$ cat config.mk
export PLATFORM = sky130hd
export DESIGN_NAME = ws2812_pwm_frame_encoder_unit
export DESIGN_NICKNAME = d
export VERILOG_FILES = /design/src/sv/wfe_pkg.sv /design/src/sv/wfe_pixel_mem.sv /design/src/sv/wfe_frame_seq.sv /design/src/sv/ws2812_pwm_frame_encoder_unit.sv
export SDC_FILE = /design/constraint.sdc
export NUM_CORES = 1
export LEC_CHECK = 0
export BUFFER_PORTS_ARGS = -buffer_cell sky130_fd_sc_hd__buf_4
export CAP_MARGIN = 30
export CELL_PAD_IN_SITES_DETAIL_PLACEMENT = 1
export CELL_PAD_IN_SITES_GLOBAL_PLACEMENT = 1
export CORE_MARGIN = 2
export CORE_UTILIZATION = 40
export DETAILED_ROUTE_END_ITERATION = 12
export PLACE_DENSITY = 0.75
export SYNTH_ARGS = -nofsm -noshare
export SYNTH_HDL_FRONTEND = slang
export SYNTH_SLANG_ARGS = --single-unit
$ cat constraint.sdc
create_clock -name i_clk -period 5.85 [get_ports i_clk]
set_input_delay 0 -clock i_clk [delete_from_list [all_inputs] [get_ports i_clk]]
set_output_delay 0 -clock i_clk [all_outputs]
set_load 0.005 [all_outputs]
$ cat src/sv/wfe_pkg.sv
// Package for the LED strip frame encoder.
// Holds request codes, config and result structs, register map constants.
// No dependencies.
package wfe_pkg;

    localparam int WORD_W = 32;
    localparam int PCS_W  = 9;
    localparam int BC_W   = 5;

    typedef enum logic [1:0] {
        REQ_SET_ONE = 2'd0,
        REQ_SET_ALL = 2'd1,
        REQ_START   = 2'd2,
        REQ_TICK    = 2'd3
    } t_req_e;

    // register indexes (byte address is 4 * index)
    localparam logic [1:0] REG_PERIOD_TOP    = 2'd0;
    localparam logic [1:0] REG_RESET_PERIODS = 2'd1;
    localparam logic [1:0] REG_RGBW_MODE     = 2'd2;

    localparam logic [7:0] PERIOD_TOP_RST    = 8'd89;
    localparam logic [7:0] RESET_PERIODS_RST = 8'd40;
    localparam logic       RGBW_MODE_RST     = 1'b0;

    localparam logic [BC_W-1:0] BITS_RGB  = 5'd24;
    localparam logic [BC_W-1:0] BITS_RGBW = 5'd0;  // 32 wraps to zero in 5 bits

    // multiply-by-reciprocal for divide by 3, exact below 512
    localparam logic [7:0] DIV3_MUL = 8'd171;
    localparam int         DIV3_SHR = 9;

    typedef struct packed {
        logic [7:0] period_top;
        logic [7:0] reset_periods;
        logic       rgbw_mode;
    } t_cfg;

    typedef struct packed {
        logic       frame_end;
        logic       busy_res;
        logic       accepted;
        logic       line_active;
        logic [7:0] duty;
    } t_result;

endpackage

$ cat src/sv/wfe_pixel_mem.sv
// Pixel colour store: synchronous RAM with per-entry valid bits and a
// broadcast word for set-all, plus a bypass for a write that meets a read.
// Depends on wfe_pkg.
module wfe_pixel_mem #(
    parameter int PIXEL_COUNT = 16,
    parameter int AW          = 4
) (
    input  logic                      i_clk,
    input  logic                      i_rst_n,
    input  logic                      i_rd_en,
    input  logic [AW-1:0]             i_rd_addr,
    input  logic                      i_wr_one,
    input  logic                      i_wr_all,
    input  logic [AW-1:0]             i_wr_addr,
    input  logic [wfe_pkg::WORD_W-1:0] i_wr_word,
    output logic [wfe_pkg::WORD_W-1:0] o_rd_word
);
    import wfe_pkg::*;

    logic [WORD_W-1:0]      r_mem [PIXEL_COUNT];
    logic [PIXEL_COUNT-1:0] r_valid;
    logic [WORD_W-1:0]      r_all_word;
    logic [WORD_W-1:0]      r_rd_data;
    logic [AW-1:0]          r_rd_addr;
    logic                   r_byp;
    logic [WORD_W-1:0]      r_byp_word;

    always_ff @(posedge i_clk) begin
        if (i_wr_one) begin
            r_mem[i_wr_addr] <= i_wr_word;
        end
        if (i_rd_en) begin
            r_rd_data  <= r_mem[i_rd_addr];
            r_rd_addr  <= i_rd_addr;
            r_byp_word <= i_wr_word;
        end
    end

    always_ff @(posedge i_clk) begin
        if (!i_rst_n) begin
            r_valid    <= '0;
            r_all_word <= '0;
            r_byp      <= 1'b0;
        end else begin
            if (i_wr_all) begin
                r_valid    <= '0;
                r_all_word <= i_wr_word;
            end else if (i_wr_one) begin
                r_valid[i_wr_addr] <= 1'b1;
            end
            if (i_rd_en) begin
                // RAM returns old data when written in the same cycle
                r_byp <= i_wr_one && (i_wr_addr == i_rd_addr);
            end
        end
    end

    assign o_rd_word = r_byp               ? r_byp_word :
                       r_valid[r_rd_addr]  ? r_rd_data  : r_all_word;

endmodule

$ cat src/sv/wfe_frame_seq.sv
// Frame sequencer: lead reset, pixel bits, trail reset; produces the duty
// stream and status per request. Depends on wfe_pkg.
module wfe_frame_seq #(
    parameter int PIXEL_COUNT = 16
) (
    input  logic                       i_clk,
    input  logic                       i_rst_n,
    input  logic                       i_go,
    input  wfe_pkg::t_req_e            i_req,
    input  wfe_pkg::t_cfg              i_cfg,
    input  logic [wfe_pkg::WORD_W-1:0] i_pix_word,
    output logic [wfe_pkg::PCS_W-1:0]  o_next_pcs,
    output wfe_pkg::t_result           o_result
);
    import wfe_pkg::*;

    typedef enum logic [1:0] {
        PH_IDLE  = 2'd0,
        PH_LEAD  = 2'd1,
        PH_DATA  = 2'd2,
        PH_TRAIL = 2'd3
    } t_phase_e;

    localparam logic [PCS_W-1:0] PCS_END = PCS_W'(PIXEL_COUNT);

    t_phase_e          r_phase, n_phase;
    logic [7:0]        r_pc, n_pc;
    logic [PCS_W-1:0]  r_pcs, n_pcs;
    logic [BC_W-1:0]   r_bc, n_bc;
    logic [WORD_W-1:0] r_sw, n_sw;

    logic [7:0]        rlen, pc1, d_half, d_one, d_zero;
    logic [16:0]       prod_zero, prod_one;
    logic [BC_W-1:0]   bc1, total;
    logic [PCS_W-1:0]  pcs1;
    logic [WORD_W-1:0] sw_use;
    t_result           res;

    assign rlen      = (i_cfg.reset_periods == 8'd0) ? 8'd1 : i_cfg.reset_periods;
    assign d_half    = {1'b0, i_cfg.period_top[7:1]};
    assign prod_zero = {9'd0, i_cfg.period_top} * {9'd0, DIV3_MUL};
    assign prod_one  = {8'd0, i_cfg.period_top, 1'b0} * {9'd0, DIV3_MUL};
    assign d_zero    = prod_zero[DIV3_SHR +: 8];
    assign d_one     = prod_one[DIV3_SHR +: 8];
    assign total     = i_cfg.rgbw_mode ? BITS_RGBW : BITS_RGB;
    assign pc1       = r_pc + 8'd1;
    assign bc1       = r_bc + 5'd1;
    assign pcs1      = r_pcs + 9'd1;
    assign sw_use    = (r_bc != '0) ? r_sw : ((r_pcs < PCS_END) ? i_pix_word : '0);

    always_comb begin
        n_phase = r_phase;
        n_pc    = r_pc;
        n_pcs   = r_pcs;
        n_bc    = r_bc;
        n_sw    = r_sw;
        res     = '0;
        unique case (i_req)
            REQ_SET_ONE, REQ_SET_ALL: begin
                // acceptance of writes is decided at the top level
            end
            REQ_START: begin
                if (r_phase == PH_IDLE) begin
                    n_phase      = PH_LEAD;
                    n_pc         = '0;
                    n_pcs        = '0;
                    n_bc         = '0;
                    res.accepted = 1'b1;
                end
            end
            REQ_TICK: begin
                unique case (r_phase)
                    PH_IDLE: begin
                    end
                    PH_LEAD: begin
                        res.line_active = 1'b1;
                        res.duty        = (r_pc == 8'd0) ? d_half : 8'd0;
                        n_pc            = pc1;
                        if (pc1 >= rlen) begin
                            n_phase = PH_DATA;
                            n_pc    = '0;
                            n_pcs   = '0;
                            n_bc    = '0;
                        end
                    end
                    PH_DATA: begin
                        res.line_active = 1'b1;
                        res.duty        = sw_use[WORD_W-1] ? d_one : d_zero;
                        n_sw            = {sw_use[WORD_W-2:0], 1'b0};
                        n_bc            = bc1;
                        // total of zero stands for the full 32-bit pixel
                        if (bc1 == '0 || (total != '0 && bc1 >= total)) begin
                            n_bc  = '0;
                            n_pcs = pcs1;
                            if (pcs1 >= PCS_END) begin
                                n_phase = PH_TRAIL;
                                n_pc    = '0;
                            end
                        end
                    end
                    PH_TRAIL: begin
                        res.line_active = 1'b1;
                        n_pc            = pc1;
                        if (pc1 >= rlen) begin
                            n_phase       = PH_IDLE;
                            n_pc          = '0;
                            n_pcs         = '0;
                            res.frame_end = 1'b1;
                        end
                    end
                    default: begin
                    end
                endcase
            end
            default: begin
            end
        endcase
        res.busy_res = (n_phase != PH_IDLE);
    end

    always_ff @(posedge i_clk) begin
        if (!i_rst_n) begin
            r_phase <= PH_IDLE;
            r_pc    <= '0;
            r_pcs   <= '0;
            r_bc    <= '0;
            r_sw    <= '0;
        end else if (i_go) begin
            r_phase <= n_phase;
            r_pc    <= n_pc;
            r_pcs   <= n_pcs;
            r_bc    <= n_bc;
            r_sw    <= n_sw;
        end
    end

    assign o_next_pcs = i_go ? n_pcs : r_pcs;
    assign o_result   = res;

endmodule

$ cat src/sv/ws2812_pwm_frame_encoder_unit.sv
// LED strip frame encoder top: stream in/out, APB config, pixel RAM, sequencer.
// Requests are held in the execute register, results in the output register; throughput
// one item per cycle unless m_axis_tready stalls. The next request's pixel read is issued
// at the input transfer (registered RAM read), with a bypass for a write from the request ahead of it.
// Reset (synchronous, active low) clears control state, valid bits and config;
// no clearing pass. Depends on wfe_pkg, wfe_pixel_mem, wfe_frame_seq.
module ws2812_pwm_frame_encoder_unit #(
    parameter int PIXEL_COUNT = 16
) (
    input  logic        i_clk,
    input  logic        i_rst_n,
    input  logic        s_axis_tvalid,
    output logic        s_axis_tready,
    input  logic [39:0] s_axis_tdata,   // pixel_index, red, green, blue, white
    input  logic [1:0]  s_axis_tuser,   // req_type
    output logic        m_axis_tvalid,
    input  logic        m_axis_tready,
    output logic [15:0] m_axis_tdata,   // duty, line_active, accepted, busy_res,
                                        // frame_end, zero fill
    input  logic        psel,
    input  logic        penable,
    input  logic        pwrite,
    input  logic [3:0]  paddr,
    input  logic [31:0] pwdata,
    output logic [31:0] prdata,
    output logic        pready
);
    import wfe_pkg::*;

    localparam int AW = (PIXEL_COUNT > 1) ? $clog2(PIXEL_COUNT) : 1;
    localparam logic [8:0] PIX_END = 9'(PIXEL_COUNT);

    t_cfg              r_cfg;
    logic              r_e_valid;
    t_req_e            r_e_req;
    logic [7:0]        r_e_idx;
    logic [WORD_W-1:0] r_e_word;
    logic              r_o_valid;
    logic [15:0]       r_o_data;

    logic              in_xfer, e_go, wr_one, wr_all, idx_ok;
    logic [PCS_W-1:0]  next_pcs;
    logic [WORD_W-1:0] pix_word;
    t_result           seq_res, res;

    // APB config
    assign pready = 1'b1;
    always_ff @(posedge i_clk) begin
        if (!i_rst_n) begin
            r_cfg.period_top    <= PERIOD_TOP_RST;
            r_cfg.reset_periods <= RESET_PERIODS_RST;
            r_cfg.rgbw_mode     <= RGBW_MODE_RST;
        end else if (psel && penable && pwrite && pready) begin
            unique case (paddr[3:2])
                REG_PERIOD_TOP:    r_cfg.period_top    <= pwdata[7:0];
                REG_RESET_PERIODS: r_cfg.reset_periods <= pwdata[7:0];
                REG_RGBW_MODE:     r_cfg.rgbw_mode     <= pwdata[0];
                default: begin
                end
            endcase
        end
    end

    always_comb begin
        prdata = '0;
        unique case (paddr[3:2])
            REG_PERIOD_TOP:    prdata = {24'd0, r_cfg.period_top};
            REG_RESET_PERIODS: prdata = {24'd0, r_cfg.reset_periods};
            REG_RGBW_MODE:     prdata = {31'd0, r_cfg.rgbw_mode};
            default:           prdata = '0;
        endcase
    end

    // execute stage advances when the output register is free or drains
    assign e_go          = r_e_valid && (!r_o_valid || m_axis_tready);
    assign s_axis_tready = !r_e_valid || e_go;
    assign in_xfer       = s_axis_tvalid && s_axis_tready;

    always_ff @(posedge i_clk) begin
        if (!i_rst_n) begin
            r_e_valid <= 1'b0;
        end else if (s_axis_tready) begin
            r_e_valid <= s_axis_tvalid;
        end
    end

    // stored word is G, R, B, W from the top byte down
    always_ff @(posedge i_clk) begin
        if (in_xfer) begin
            r_e_req  <= t_req_e'(s_axis_tuser);
            r_e_idx  <= s_axis_tdata[7:0];
            r_e_word <= {s_axis_tdata[23:16], s_axis_tdata[15:8],
                         s_axis_tdata[31:24], s_axis_tdata[39:32]};
        end
    end

    assign idx_ok = ({1'b0, r_e_idx} < PIX_END);
    assign wr_one = e_go && (r_e_req == REQ_SET_ONE) && idx_ok;
    assign wr_all = e_go && (r_e_req == REQ_SET_ALL);

    wfe_pixel_mem #(
        .PIXEL_COUNT(PIXEL_COUNT),
        .AW         (AW)
    ) u_mem (
        .i_clk     (i_clk),
        .i_rst_n   (i_rst_n),
        .i_rd_en   (in_xfer),
        .i_rd_addr (next_pcs[AW-1:0]),
        .i_wr_one  (wr_one),
        .i_wr_all  (wr_all),
        .i_wr_addr (r_e_idx[AW-1:0]),
        .i_wr_word (r_e_word),
        .o_rd_word (pix_word)
    );

    wfe_frame_seq #(
        .PIXEL_COUNT(PIXEL_COUNT)
    ) u_seq (
        .i_clk      (i_clk),
        .i_rst_n    (i_rst_n),
        .i_go       (e_go),
        .i_req      (r_e_req),
        .i_cfg      (r_cfg),
        .i_pix_word (pix_word),
        .o_next_pcs (next_pcs),
        .o_result   (seq_res)
    );

    always_comb begin
        res = seq_res;
        if (r_e_req == REQ_SET_ONE) begin
            res.accepted = idx_ok;
        end else if (r_e_req == REQ_SET_ALL) begin
            res.accepted = 1'b1;
        end
    end

    always_ff @(posedge i_clk) begin
        if (!i_rst_n) begin
            r_o_valid <= 1'b0;
        end else if (e_go) begin
            r_o_valid <= 1'b1;
        end else if (m_axis_tready) begin
            r_o_valid <= 1'b0;
        end
    end

    always_ff @(posedge i_clk) begin
        if (e_go) begin
            r_o_data <= {4'd0, res.frame_end, res.busy_res, res.accepted,
                         res.line_active, res.duty};
        end
    end

    assign m_axis_tvalid = r_o_valid;
    assign m_axis_tdata  = r_o_data;

endmodule
==> metrics.csv <==
stage;metric;value;unit
status;status;finished, final reports clean;
sta;worst slew pin tran;1.04;ns
synthesis;post-synthesis register bit count;757;
synthesis;leading area contributor after synthesis;edfxtp_1;
cts;CTS tree;done;
cts;post-CTS setup buffers;0;
detailed_routing;DRC viols;0;
cells_and_area;Final nets;3026;
synthesis;Async S/R FF share, synth;0;
critical_path;worst path arrival time;5.19;ns
cells_and_area;share of cells above drive strength 1;0.102;
place;dpl hpwl;49.8;mm
global_route;GRT overflow;0;
min_path;HP Class;in2reg;
detailed_routing;WL final;88.6;mm
global_route;global-route wire length before repair;136;mm
synthesis;yosys warns;0;
cells_and_area;fin cells;3984;
synthesis;compound-gate portion of the synthesized area;0.0781;
sta;RSZ-0062 raised after global routing;no;
sta;Period minus WS final;4.79;ns
synthesis;Yosys cell types;66;
global_route;initial antenna violation count;0;
sta;setup_tns;0;ns
pwr;leakage power figure;13.9;nW
place;gpl congestion;0.823;
critical_path;Worst Path Max Fanout;7;
detailed_routing;antenna-violating nets left;0;
sta;skew final;0.0309;ns
place;number of port buffers;80;
cts;Sink Count;757;
floorplanning;std cell rows;103;
synthesis;Primary FF master, synth;edfxtp_1;
detailed_routing;initial DRC count;1532;
floorplanning;Initial Util;0.405;
critical_path;origin of the worst setup path;r_cfg[11];
sta;fmax;0.209;GHz
synthesis;post-synthesis simple-gate area fraction;0.155;
critical_path;CP Cell Sequence;ha_1 -> ha_1 -> inv_1 -> fa_1 -> fa_1 -> inv_1 -> ha_1 -> a2111oi_0 -> o21ai_1 -> a221oi_1 -> o211ai_1 -> o21a_1 -> or2_1 -> nor3_1 -> a211oi_1 -> a22o_1;
detailed_routing;post-DR wirelength/cell;22.2;µm
sta;endpoints failing setup;0;
synthesis;Gate Count Post-Synth;2742;
floorplanning;die extent in x;287;µm
sta;relative slew slack;0.306;
critical_path;Worst path max stage delay;0.50;ns
synthesis;Cell Area, Synth;32000;µm²
floorplanning;IO Count;136;
cts;Longest Clk Path Bufs;3;
cts;clk_lat worst skew;0.65;ns
synthesis;multiplexer share of the synthesized area;0.0225;
min_path;hold path start;s_axis_tdata[37];
cts;post-cts gate resize count;0;
critical_path;Critical Path RT;6.24;ns
synthesis;largest family of logic cells by synthesized area;simple AND/OR/NAND/NOR gates;
run;max-capacitance violation count;0;
synthesis;area share of the largest cell type after synthesis;0.596;
critical_path;Critical Path End Type;flop;
detailed_routing;DRT Pass-1 Iters;5;
synthesis;Area contributors post-synth;edfxtp_1 (60%), nand2_1 (9.3%), dfxtp_1 (7.7%), o211ai_1 (3.1%), ha_1 (2.5%);
floorplanning;die area;82200;µm²
floorplanning;core area;79000;µm²
pwr;pwr dens;310;nW/µm²
place;DP Cell Count;3762;
critical_path;Most Frequent Cell on Critical Path;ha_1;
critical_path;Slowest cell on crit path;fa_1;
synthesis;Synth Area in Adders;0.0322;
global_route;number of global-route vias before repair;23800;
global_route;GRT Resource Usage Total;0.216;
cts;clk root buf;clkbuf_16;
cells_and_area;synthesis-to-layout area growth;16.8;%
cells_and_area;Ant. Diodes;0;
critical_path;R2R Path Start;r_cfg[11];
synthesis;Post-synth EDFFs;634;
global_route;largest net degree at the start of global routing;205;
sta;Max Slew Vio Count;0;
detailed_routing;Via Count;22000;
detailed_routing;Vias/cell;5.51;
cts;number of CTS-inserted buffers;82;
sta;fin crit share;0.819;
cts;H-tree depth;3;
cells_and_area;fillcell total;8214;
critical_path;critical setup path kind;reg2reg;
synthesis;Post-Synth XOR/XNOR Area;0.00438;
critical_path;r2r setup slk;1.06;ns
floorplanning;die extent in y;287;µm
synthesis;Post-Syn Area per Cell;11.7;µm²
pwr;VDD IR-drop max;0.000217;V
synthesis;post-synthesis sequential area ratio;0.673;
sta;Hold Vio Cnt, Final;0;
critical_path;CP startpoint kind;flop;
cts;CTS clk-pin slew, worst paths;0.07;ns
[layout make-up]
cell class | instances | area, µm² | share of cell area
multi-input cells | 1758 | 9630 | 0.258
flip-flops and latches | 757 | 21500 | 0.576
well taps | 1050 | 1310 | 0.0352
clock buffers | 107 | 2290 | 0.0613
inverters | 71 | 272 | 0.00727
repair buffers | 196 | 1830 | 0.0491
clock inverters | 45 | 509 | 0.0136
[critical path: cells and delay by family (launching register included)]
family                   cells  cell delay, ns
adder cells (fa/ha/maj)      5            1.78
AO/OA/AOI/OAI                7            1.77
flip-flops                   1            0.49
AND/OR/NAND/NOR              2            0.44
buffers and inverters        2            0.10
[metrics by stage]
step	cell area (µm²)	hold WS, ns	setup WS [ns]	power [W]	utilization
6_report	37300	0.0658	1.06	0.0116	0.473
5_1_grt	37300	0.0532	0.802	0.0119	0.473
4_1_cts	37300	0.0328	1.05	0.0117	0.472
3_5_place_dp	33800	0.180	1.06	0.00634	0.428
3_3_place_gp	33700	0.178	1.11	0.00632	0.427
2_1_floorplan	32100	0.0989	1.52	0.00621	-
[path summary, 6_finish.rpt]
kind | end | cells past startpoint
max | m_axis_tdata[6] | 16
max reg2reg | m_axis_tdata[6] | 16
min reg2reg | u_mem.r_all_word[14] | 2
min | r_e_word[5] | 2
[synthesized netlist by cell type (all sizes together), types with 41 or more instances]
cell and number:
buf 76, inv 70, ha 63, edfxtp 634
o21ai 95, mux2i 59, nor2 145, clkbuf 107
nand3 140, o211ai 133, a21oi 67, nand2 791
nand4 41, dfxtp 123
[routing by layer]
layer  global-route usage  share of wire  vias up
met5                    0              0        -
met4               0.0936          0.038        0
met1                0.262           0.41    11100
met3               0.0276          0.046      208
li1                     -              -     9991
met2                0.384           0.51      634
[sequential cells by signal, indices dropped and copies added (netlist names)]
name and flops:
u_mem.r_all_word 32, u_mem.r_mem 512, u_mem.r_valid 16, r_e_req 2, u_seq.r_pcs 9, r_e_valid 1, u_seq.r_pc 8, r_e_idx 8
u_seq.r_sw 31, u_mem.r_byp 1, r_e_word 32, u_mem.r_rd_data 32, m_axis_tvalid 1, u_seq.r_bc 5, r_cfg 17, u_mem.r_byp_word 32
u_mem.r_rd_addr 4, m_axis_tdata 12, u_seq.r_phase 2
[cell families after synthesis]
| group | after synthesis |
|---|---|
| AOI/OAI and AO/OA | 377 |
| xor gates and xnor gates | 16 |
| adders and majority gates | 75 |
| buffers and inverters | 254 |
| DFF | 757 |
| muxes | 66 |
| other | 2 |
| and+or+nand+nor | 1195 |
[where the power goes]
part | internal (W) | switching (W)
clock | 0.00310 | 0.00222
sequential | 0.00590 | 0.0000823
combinational | 0.000121 | 0.000158
[cells in the final DEF, fill, tap and decap left out, drive strengths merged, types with 7 or more instances in the layout]
cell type,synthesis,layout
nand2,791,791
edfxtp,634,634
nor2,145,145
nand3,140,140
o211ai,133,133
buf,76,127
dfxtp,123,123
clkbuf,107,107
o21ai,95,95
inv,70,73
dlygate4sd3,0,69
a21oi,67,67
ha,63,63
mux2i,59,59
nand4,41,41
a221oi,31,31
clkinv,1,30
conb,2,29
nor3,18,18
fa,12,12
nor2b,10,10
and2,10,10
xnor2,9,9
a31oi,9,9
nand2b,7,7
and3,7,7
xor2,7,7
o21a,7,7
bufinv,0,7
nor4,7,7
[repair_timing]
action | CTS | global route
hold buffers | 69 | 0
setup endpoints to repair | 0 | 0
hold endpoints to repair | 109 | 0
(Power assumes the default switching activity.)
